<file path="config.mk">
export PLATFORM = sky130hd
export DESIGN_NAME = tlv_datagram_deframer
export DESIGN_NICKNAME = d
export VERILOG_FILES = /design/src/rtl/core/tlvd_pkg.sv /design/src/rtl/core/tlvd_cfg_regs.sv /design/src/rtl/core/tlvd_parser.sv /design/src/rtl/core/tlv_datagram_deframer.sv
export SDC_FILE = /design/constraint.sdc
export NUM_CORES = 1
export LEC_CHECK = 0
export ABC_AREA = 1
export BUFFER_PORTS_ARGS = -buffer_cell sky130_fd_sc_hd__clkbuf_2
export CORE_MARGIN = 2
export CORE_UTILIZATION = 61
export DETAILED_ROUTE_END_ITERATION = 16
export GPL_TIMING_DRIVEN = 0
export PLACE_DENSITY = 0.9
export SLEW_MARGIN = 0
export SYNTH_ARGS = -nofsm -noshare
export SYNTH_HDL_FRONTEND = slang
export SYNTH_SLANG_ARGS = --single-unit
</file>
<file path="constraint.sdc">
create_clock -name clk -period 5.3 [get_ports clk]
set_clock_uncertainty 0.15 [all_clocks]
set_input_delay 1.06 -clock clk [delete_from_list [all_inputs] [get_ports clk]]
set_output_delay 1.06 -clock clk [all_outputs]
set_load 0.01 [all_outputs]
</file>
<file path="src/rtl/core/tlvd_pkg.sv">
// Shared types and codes for the TLV datagram deframer.
// Depends on nothing; every other file of the block imports it.
package tlvd_pkg;

    localparam int unsigned HDR_BYTES     = 4;
    localparam int unsigned REC_HDR_BYTES = 2;

    typedef enum logic [2:0] {
        PH_HEADER = 3'd0,
        PH_TYPE   = 3'd1,
        PH_LEN    = 3'd2,
        PH_BODY   = 3'd3,
        PH_DROP   = 3'd4
    } phase_t;

    typedef enum logic [1:0] {
        EV_START = 2'd0,
        EV_BODY  = 2'd1,
        EV_ERROR = 2'd2
    } event_t;

    typedef enum logic [2:0] {
        ST_OK          = 3'd0,
        ST_TOO_SHORT   = 3'd1,
        ST_BAD_MAGIC   = 3'd2,
        ST_BAD_VERSION = 3'd3,
        ST_BAD_LENGTH  = 3'd4,
        ST_TRUNCATED   = 3'd5
    } status_t;

    typedef enum logic [1:0] {
        REG_MAGIC   = 2'd0,
        REG_VERSION = 2'd1,
        REG_PAD_ONE = 2'd2
    } reg_index_t;

    typedef struct packed {
        logic [7:0] magic_value;
        logic [7:0] version_value;
        logic [7:0] pad_one_code;
    } cfg_t;

    typedef struct packed {
        logic [7:0]  data_byte;
        logic        first_of_datagram;
        logic [15:0] total_length;
    } item_t;

    typedef struct packed {
        event_t      event_res;
        status_t     status;
        logic [7:0]  record_type;
        logic [7:0]  record_length;
        logic [7:0]  body_byte;
        logic [15:0] record_offset;
        logic        last_of_record;
    } result_t;

endpackage

</file>
<file path="src/rtl/core/tlvd_cfg_regs.sv">
// Configuration register file of the TLV datagram deframer.
// Depends on tlvd_pkg for the register index codes and the cfg_t struct.
module tlvd_cfg_regs (
    input  logic             clk,
    input  logic             rst_n,
    input  logic             cfg_valid,
    input  logic [1:0]       cfg_index,
    input  logic [7:0]       cfg_data,
    output logic             cfg_ready,
    output tlvd_pkg::cfg_t   cfg
);
    import tlvd_pkg::*;

    cfg_t cfg_reg;
    cfg_t cfg_next;

    // The register file can take a write in every cycle.
    assign cfg_ready = 1'b1;
    assign cfg       = cfg_reg;

    always_comb
    begin
        cfg_next = cfg_reg;
        if (cfg_valid)
        begin
            unique case (cfg_index)
                REG_MAGIC:   cfg_next.magic_value   = cfg_data;
                REG_VERSION: cfg_next.version_value = cfg_data;
                REG_PAD_ONE: cfg_next.pad_one_code  = cfg_data;
                default:     cfg_next = cfg_reg;
            endcase
        end
    end

    always_ff @(posedge clk or negedge rst_n)
    begin
        if (!rst_n)
        begin
            cfg_reg <= '0;
        end
        else
        begin
            cfg_reg <= cfg_next;
        end
    end

endmodule

</file>
<file path="src/rtl/core/tlvd_parser.sv">
// Parse state and per-byte decision logic of the TLV datagram deframer.
// Depends on tlvd_pkg for the phase, event and status codes and the structs.
module tlvd_parser (
    input  logic               clk,
    input  logic               rst_n,
    input  logic               take,
    input  tlvd_pkg::item_t    item,
    input  tlvd_pkg::cfg_t     cfg,
    output logic               has_result,
    output tlvd_pkg::result_t  result
);
    import tlvd_pkg::*;

    phase_t      phase_reg,         phase_next;
    logic [15:0] byte_position_reg, byte_position_next;
    logic [7:0]  length_high_reg,   length_high_next;
    logic [15:0] record_start_reg,  record_start_next;
    logic [7:0]  current_type_reg,  current_type_next;
    logic [7:0]  current_length_reg, current_length_next;
    logic [7:0]  body_remaining_reg, body_remaining_next;

    phase_t      phase_eff;
    logic [15:0] pos;
    logic [7:0]  length_high_eff;
    logic [7:0]  data;
    logic [15:0] tl;
    logic        past_end;
    logic        lone_type;
    logic        body_len_ok;
    logic [16:0] room;
    logic [8:0]  need;
    logic        rec_truncated;
    logic [7:0]  remaining_dec;

    assign data = item.data_byte;
    assign tl   = item.total_length;

    always_comb
    begin
        // A first flag restarts the parse before this byte is looked at.
        phase_eff       = item.first_of_datagram ? PH_HEADER : phase_reg;
        pos             = item.first_of_datagram ? 16'd0 : byte_position_reg;
        length_high_eff = item.first_of_datagram ? 8'd0 : length_high_reg;

        past_end    = pos >= tl;
        lone_type   = ({1'b0, pos} + 17'd1) >= {1'b0, tl};
        body_len_ok = ({1'b0, length_high_eff, data} + 17'(HDR_BYTES)) == {1'b0, tl};

        // Bytes left from the record's type byte to the end of the datagram;
        // a borrow means the record already lies past the end, never short.
        room          = {1'b0, tl} - {1'b0, record_start_reg};
        need          = {1'b0, data} + 9'(REC_HDR_BYTES);
        rec_truncated = !room[16] && (room[15:0] < {7'd0, need});

        remaining_dec = (body_remaining_reg != 8'd0) ? body_remaining_reg - 8'd1 : 8'd0;

        phase_next          = phase_eff;
        byte_position_next  = (pos == 16'hFFFF) ? pos : pos + 16'd1;
        length_high_next    = length_high_eff;
        record_start_next   = record_start_reg;
        current_type_next   = current_type_reg;
        current_length_next = current_length_reg;
        body_remaining_next = body_remaining_reg;

        has_result = 1'b0;
        result     = '{event_res: EV_ERROR, status: ST_OK, record_type: 8'd0,
                       record_length: 8'd0, body_byte: 8'd0, record_offset: 16'd0,
                       last_of_record: 1'b0};

        unique case (phase_eff)
            PH_HEADER:
            begin
                if (pos == 16'd0)
                begin
                    if (tl < 16'(HDR_BYTES))
                    begin
                        has_result    = 1'b1;
                        result.status = ST_TOO_SHORT;
                        phase_next    = PH_DROP;
                    end
                    else if (data != cfg.magic_value)
                    begin
                        has_result    = 1'b1;
                        result.status = ST_BAD_MAGIC;
                        phase_next    = PH_DROP;
                    end
                end
                else if (pos == 16'd1)
                begin
                    if (data != cfg.version_value)
                    begin
                        has_result    = 1'b1;
                        result.status = ST_BAD_VERSION;
                        phase_next    = PH_DROP;
                    end
                end
                else if (pos == 16'd2)
                begin
                    length_high_next = data;
                end
                else if (pos == 16'd3)
                begin
                    if (!body_len_ok)
                    begin
                        has_result    = 1'b1;
                        result.status = ST_BAD_LENGTH;
                        phase_next    = PH_DROP;
                    end
                    else
                    begin
                        phase_next = PH_TYPE;
                    end
                end
            end

            PH_TYPE:
            begin
                if (!past_end)
                begin
                    record_start_next    = pos;
                    current_type_next    = data;
                    result.record_type   = data;
                    result.record_offset = pos;
                    if (data == cfg.pad_one_code)
                    begin
                        current_length_next   = 8'd0;
                        has_result            = 1'b1;
                        result.event_res      = EV_START;
                        result.last_of_record = 1'b1;
                    end
                    else if (lone_type)
                    begin
                        current_length_next = 8'd0;
                        has_result          = 1'b1;
                        result.status       = ST_TRUNCATED;
                        phase_next          = PH_DROP;
                    end
                    else
                    begin
                        phase_next = PH_LEN;
                    end
                end
            end

            PH_LEN:
            begin
                if (!past_end)
                begin
                    current_length_next  = data;
                    has_result           = 1'b1;
                    result.record_type   = current_type_reg;
                    result.record_length = data;
                    result.record_offset = record_start_reg;
                    if (rec_truncated)
                    begin
                        result.status = ST_TRUNCATED;
                        phase_next    = PH_DROP;
                    end
                    else if (data == 8'd0)
                    begin
                        result.event_res      = EV_START;
                        result.last_of_record = 1'b1;
                        phase_next            = PH_TYPE;
                    end
                    else
                    begin
                        result.event_res    = EV_START;
                        body_remaining_next = data;
                        phase_next          = PH_BODY;
                    end
                end
            end

            PH_BODY:
            begin
                if (!past_end)
                begin
                    body_remaining_next   = remaining_dec;
                    has_result            = 1'b1;
                    result.event_res      = EV_BODY;
                    result.record_type    = current_type_reg;
                    result.record_length  = current_length_reg;
                    result.body_byte      = data;
                    result.record_offset  = record_start_reg;
                    result.last_of_record = (remaining_dec == 8'd0);
                    if (remaining_dec == 8'd0)
                    begin
                        phase_next = PH_TYPE;
                    end
                end
            end

            PH_DROP:
            begin
                has_result = 1'b0;
            end

            default:
            begin
                has_result = 1'b0;
            end
        endcase
    end

    always_ff @(posedge clk or negedge rst_n)
    begin
        if (!rst_n)
        begin
            phase_reg          <= PH_HEADER;
            byte_position_reg  <= '0;
            length_high_reg    <= '0;
            record_start_reg   <= '0;
            current_type_reg   <= '0;
            current_length_reg <= '0;
            body_remaining_reg <= '0;
        end
        else if (take)
        begin
            phase_reg          <= phase_next;
            byte_position_reg  <= byte_position_next;
            length_high_reg    <= length_high_next;
            record_start_reg   <= record_start_next;
            current_type_reg   <= current_type_next;
            current_length_reg <= current_length_next;
            body_remaining_reg <= body_remaining_next;
        end
    end

    // Any error ends the datagram.
    assert property (@(posedge clk) disable iff (!rst_n)
        take && has_result && (result.event_res == EV_ERROR) |=> phase_reg == PH_DROP)
        else $error("error result did not drop the datagram");

    // A dropped datagram stays silent until the next first flag.
    assert property (@(posedge clk) disable iff (!rst_n)
        take && (phase_reg == PH_DROP) && !item.first_of_datagram |-> !has_result)
        else $error("result produced for a dropped datagram");

    // The last body byte of a record returns the parse to the next type byte.
    assert property (@(posedge clk) disable iff (!rst_n)
        take && has_result && (result.event_res == EV_BODY) && result.last_of_record
        |=> phase_reg == PH_TYPE)
        else $error("parse did not return to type phase after last body byte");

endmodule

</file>
<file path="src/rtl/core/tlv_datagram_deframer.sv">
// Top level of the TLV datagram deframer: input register, parser, result register.
// Depends on tlvd_pkg, tlvd_cfg_regs and tlvd_parser.
//
//  Channel  | Handshake                 | Payload
//  ---------+---------------------------+-----------------------------------------------
//  item     | item_valid / item_stall   | data_byte, first_of_datagram, total_length
//  result   | result_valid / result_stall| event_res, status, record_type, record_length,
//           |                           | body_byte, record_offset, last_of_record
//  config   | cfg_valid / cfg_ready     | cfg_index, cfg_data
//
// One byte is taken per cycle unless a stalled result holds the parser.
// A byte is parsed from the input register; its result, if any, is registered.
// Throughput is set by the single parser step between the input register and
// the result register; a byte that gives no result still passes through that step.
// Reset (rst_n low) clears the parse state, the configuration registers and
// both valid flags. A stalled result holds the parser; the input register then
// fills and item_stall rises, so at most one byte waits inside the block.
module tlv_datagram_deframer (
    input  logic        clk,
    input  logic        rst_n,

    input  logic        item_valid,
    output logic        item_stall,
    input  logic [7:0]  data_byte,
    input  logic        first_of_datagram,
    input  logic [15:0] total_length,

    output logic        result_valid,
    input  logic        result_stall,
    output logic [1:0]  event_res,
    output logic [2:0]  status,
    output logic [7:0]  record_type,
    output logic [7:0]  record_length,
    output logic [7:0]  body_byte,
    output logic [15:0] record_offset,
    output logic        last_of_record,

    input  logic        cfg_valid,
    output logic        cfg_ready,
    input  logic [1:0]  cfg_index,
    input  logic [7:0]  cfg_data
);
    import tlvd_pkg::*;

    cfg_t    cfg;
    item_t   item_reg;
    logic    item_valid_reg;
    result_t result_reg;
    logic    result_valid_reg;
    logic    take;
    logic    has_result;
    result_t result;

    tlvd_cfg_regs u_cfg_regs (
        .clk       (clk),
        .rst_n     (rst_n),
        .cfg_valid (cfg_valid),
        .cfg_index (cfg_index),
        .cfg_data  (cfg_data),
        .cfg_ready (cfg_ready),
        .cfg       (cfg)
    );

    // The held byte moves through the parser whenever the result register is
    // empty or is handing its content over in this same cycle.
    assign take       = item_valid_reg && (!result_valid_reg || !result_stall);
    assign item_stall = item_valid_reg && !take;

    always_ff @(posedge clk or negedge rst_n)
    begin
        if (!rst_n)
        begin
            item_valid_reg <= 1'b0;
        end
        else if (!item_stall)
        begin
            item_valid_reg <= item_valid;
        end
    end

    // Payload register; loaded on every transfer into the input stage.
    always_ff @(posedge clk)
    begin
        if (item_valid && !item_stall)
        begin
            item_reg.data_byte         <= data_byte;
            item_reg.first_of_datagram <= first_of_datagram;
            item_reg.total_length      <= total_length;
        end
    end

    tlvd_parser u_parser (
        .clk        (clk),
        .rst_n      (rst_n),
        .take       (take),
        .item       (item_reg),
        .cfg        (cfg),
        .has_result (has_result),
        .result     (result)
    );

    always_ff @(posedge clk or negedge rst_n)
    begin
        if (!rst_n)
        begin
            result_valid_reg <= 1'b0;
        end
        else if (take)
        begin
            result_valid_reg <= has_result;
        end
        else if (!result_stall)
        begin
            result_valid_reg <= 1'b0;
        end
    end

    always_ff @(posedge clk)
    begin
        if (take && has_result)
        begin
            result_reg <= result;
        end
    end

    assign result_valid   = result_valid_reg;
    assign event_res      = result_reg.event_res;
    assign status         = result_reg.status;
    assign record_type    = result_reg.record_type;
    assign record_length  = result_reg.record_length;
    assign body_byte      = result_reg.body_byte;
    assign record_offset  = result_reg.record_offset;
    assign last_of_record = result_reg.last_of_record;

endmodule
</file>
==> impl_results.md <==
* Status: completed
* Clock Pin Slew Worst Setup and Hold Paths at 0.06 ns
* Synth Cell Area at around 0.010 mm2
* Peak supply drop at 0.259 mV
* Syn Inst Count at between 1000 and 1500
* Yosys reg bits at about 160
* Post-synth EDFFs at just over 70
* Crit Path Category: reg2reg
* CTS tree: built
* Commonest non-fill, non-tap cell in the layout: nand2_1
* Max-cap violations at 0
* Fill cells at between 1000 and 1500
* Commonest non-fill, non-tap cells in the layout: nand2_1, inv_1, o21ai_0, nor2_1, dfrtp_1
* Post-layout util at a little over two thirds
* WHS Path Cells at 2
* Die Area at roughly 0.018 mm2
* Hold slack at 0.340 ns
* Core area at about 0.017 mm2
* Seq/Total Area, Yosys at 42.6%
* Mean post-synth cell area at 7.86 um2
* DRT Pass-1 Iters at 6
* Initial antenna violation count at 0
* Crit-path max FO at between 40 and 50
* First-pass GRT wire length at around 46000 um
* IO buf count at 87
* Share of post-route cells with drive strength above 1 at a little under an eighth
* Iter 0 DRT Violations at around 1100
* Critical Path Start Type: flop
* Post-CTS Setup Inserts at 0
* GRT Total Usage at between 30% and 40%
* Slew @ Worst Pin at 1.16 ns
* Number of routed nets with antenna violations at 0
* Ys async rst share at between 50% and 60%
* R2R cell count at 20
* Maximum clock insertion buffer count at 2
* Layout Cells excl Fill at ~1700
* RSZ-0062 raised after global routing: false
* Slew HR at between 20 and 25%
* Worst EP arrival at just under 5 ns
* Vias per cell at 5.82
* Placed instance count at 1638
* Post-cts sizing count at 0
* Hpwl dp at approximately 22000 um
* Fmax at between 0.2 and 0.25 GHz
* Max reg flops at 25
* Worst setup margin at between 0.3 and 0.4 ns
* Total power at between 4000 and 5000 uW
* Tcrit/Tclk final at ~93%
* Static leakage at 0.00571 uW
* Syn nets at approximately 1400
* Final slew viol count at 0
* Yosys warning count at 0
* Standard-cell row count at 47
* Final GP Congestion at between 0.9 and 1
* Post-CTS Hold Buffers at 0
* Fin crit period at just under 5 ns
* Detailed Route WL at about 29000 um
* Synth cell types at between 40 and 50
* CTS Sinks at about 160
* Vias in the first global route at roughly 9100
* Critical Path Sink Type: flop
* Skew-Pair Late Insertion Delay at approximately 0.44 ns
* Pre-CTS setup slack at around 0.28 ns
* Die Y at 135 um
* Area grow syn2layout at 12.6%
* Ant diodes at 0
* Die width at 135 um
* Global route overflow at 0
* Final Hold Fails at 0
* Largest net degree at the start of global routing at 66
* Root Driver: clkbuf_16
* DR WL/cell at between 15 and 20 um
* Initial Util at 62.6%
* Number of remaining DRC errors at 0
* Min-delay worst type: reg2reg
* Total CTS buffers at 17
* Routed via count at between 9000 and 10000
* I/O pins at 89
* CP required at about 5.2 ns
* Ys flop type: dfrtp_1
* Pwr dens at 413 mW/mm2
* H-tree depth at 4
* Endpoints failing setup at 0
* Final nets at between 1500 and 2000
## cell usage after synthesis (10+ instances only)
library cell  instances  area share, %
nand2_1             316             11
inv_1               193            6.9
o21ai_0             124            5.9
nor2_1              118            4.2
dfrtp_1              93             22
nand3_1              77            3.7
edfxtp_1             71             20
ha_1                 64            7.7
a21oi_1              56            2.7
xor2_1               35            2.9
nand4_1              28            1.7
clkbuf_1             16           0.57
xnor2_1              16            1.3
o22ai_1              15           0.90
buf_2                10           0.48
o21ai_1              10           0.48
## cells by family (layout without fill, tap and decap cells)
logic type | count (synthesis) | in the layout | synth area share [%]
AO/OA/AOI/OAI | 226 | 226 | 11.5
flip-flops | 164 | 164 | 42.6
adder cells (fa/ha/maj) | 65 | 65 | 7.85
buffers and inverters | 233 | 353 | 8.80
AND/OR/NAND/NOR | 589 | 589 | 24.6
XOR/XNOR | 52 | 52 | 4.49
other | 1 | 1 | 0.0359
## through the flow
stage | area, um2 | setup TNS (ns)
final | 11800 | 0
after floorplan | 10500 | 0
after global routing | 11800 | 0
after detailed placement | 11200 | 0
after CTS | 11800 | 0
after global placement | 11200 | -8.16
## power by group
part | leakage [uW] | switching (uW) | internal (uW)
Sequential | 0.00189 | 181 | 1680
Clock | 0.000285 | 545 | 668
Combinational | 0.00353 | 1210 | 585
Total | 0.00571 | 1930 | 2930
## path summary, 6_finish.rpt
check / startpoint / endpoint / slack [ns]
setup / recovery: item_reg[16] / record_offset[15] / 0.36
min in group asynchronous: rst_n / u_parser.byte_position_reg[10] / 0.44
max in group asynchronous: rst_n / u_parser.body_remaining_reg[6] / 3.88
hold reg to reg: u_parser.current_type_reg[2] / u_parser.current_type_reg[2] / 0.34
setup reg to reg: item_reg[16] / record_offset[15] / 0.36
hold / removal: u_parser.current_type_reg[2] / u_parser.current_type_reg[2] / 0.34
## final cells by class
class | instances | area, um2 | area share, %
Inverter | 198 | 746 | 6.33
Tap cell | 220 | 275 | 2.34
Clock buffer | 23 | 489 | 4.15
Sequential cell | 164 | 4460 | 37.9
Clock inverter | 9 | 83.8 | 0.712
Timing Repair Buffer | 88 | 465 | 3.95
Multi-Input combinational cell | 933 | 5080 | 43.1
Buffer | 35 | 178 | 1.51
## critical path, stage by stage (launching register included)
cell and delay, ns:
edfxtp_1 0.54, buf_4 0.27, nor2_1 0.32, ha_1 0.29, nand3_2 0.16, nor3_2 0.23
nand3_1 0.16, inv_1 0.12, nand3_1 0.11, inv_1 0.09, nand2_1 0.06, xor2_1 0.17
ha_1 0.33, nand4_1 0.12, nor4_1 0.29, nand2_1 0.18, nand4_1 0.13, nand3_1 0.09
nand3_1 0.09, nand2_1 0.15, inv_4 0.49
## routing by layer
metal	part of all wire [%]	GRT usage (%)	vias to the layer above
met5	0	0	-
met4	4.2	15.2	0
met3	10	6.76	101
met2	46	52.5	549
met1	40	43.1	4490
li1	-	-	4572
Note: power is estimated with default switching activity, not from simulation.
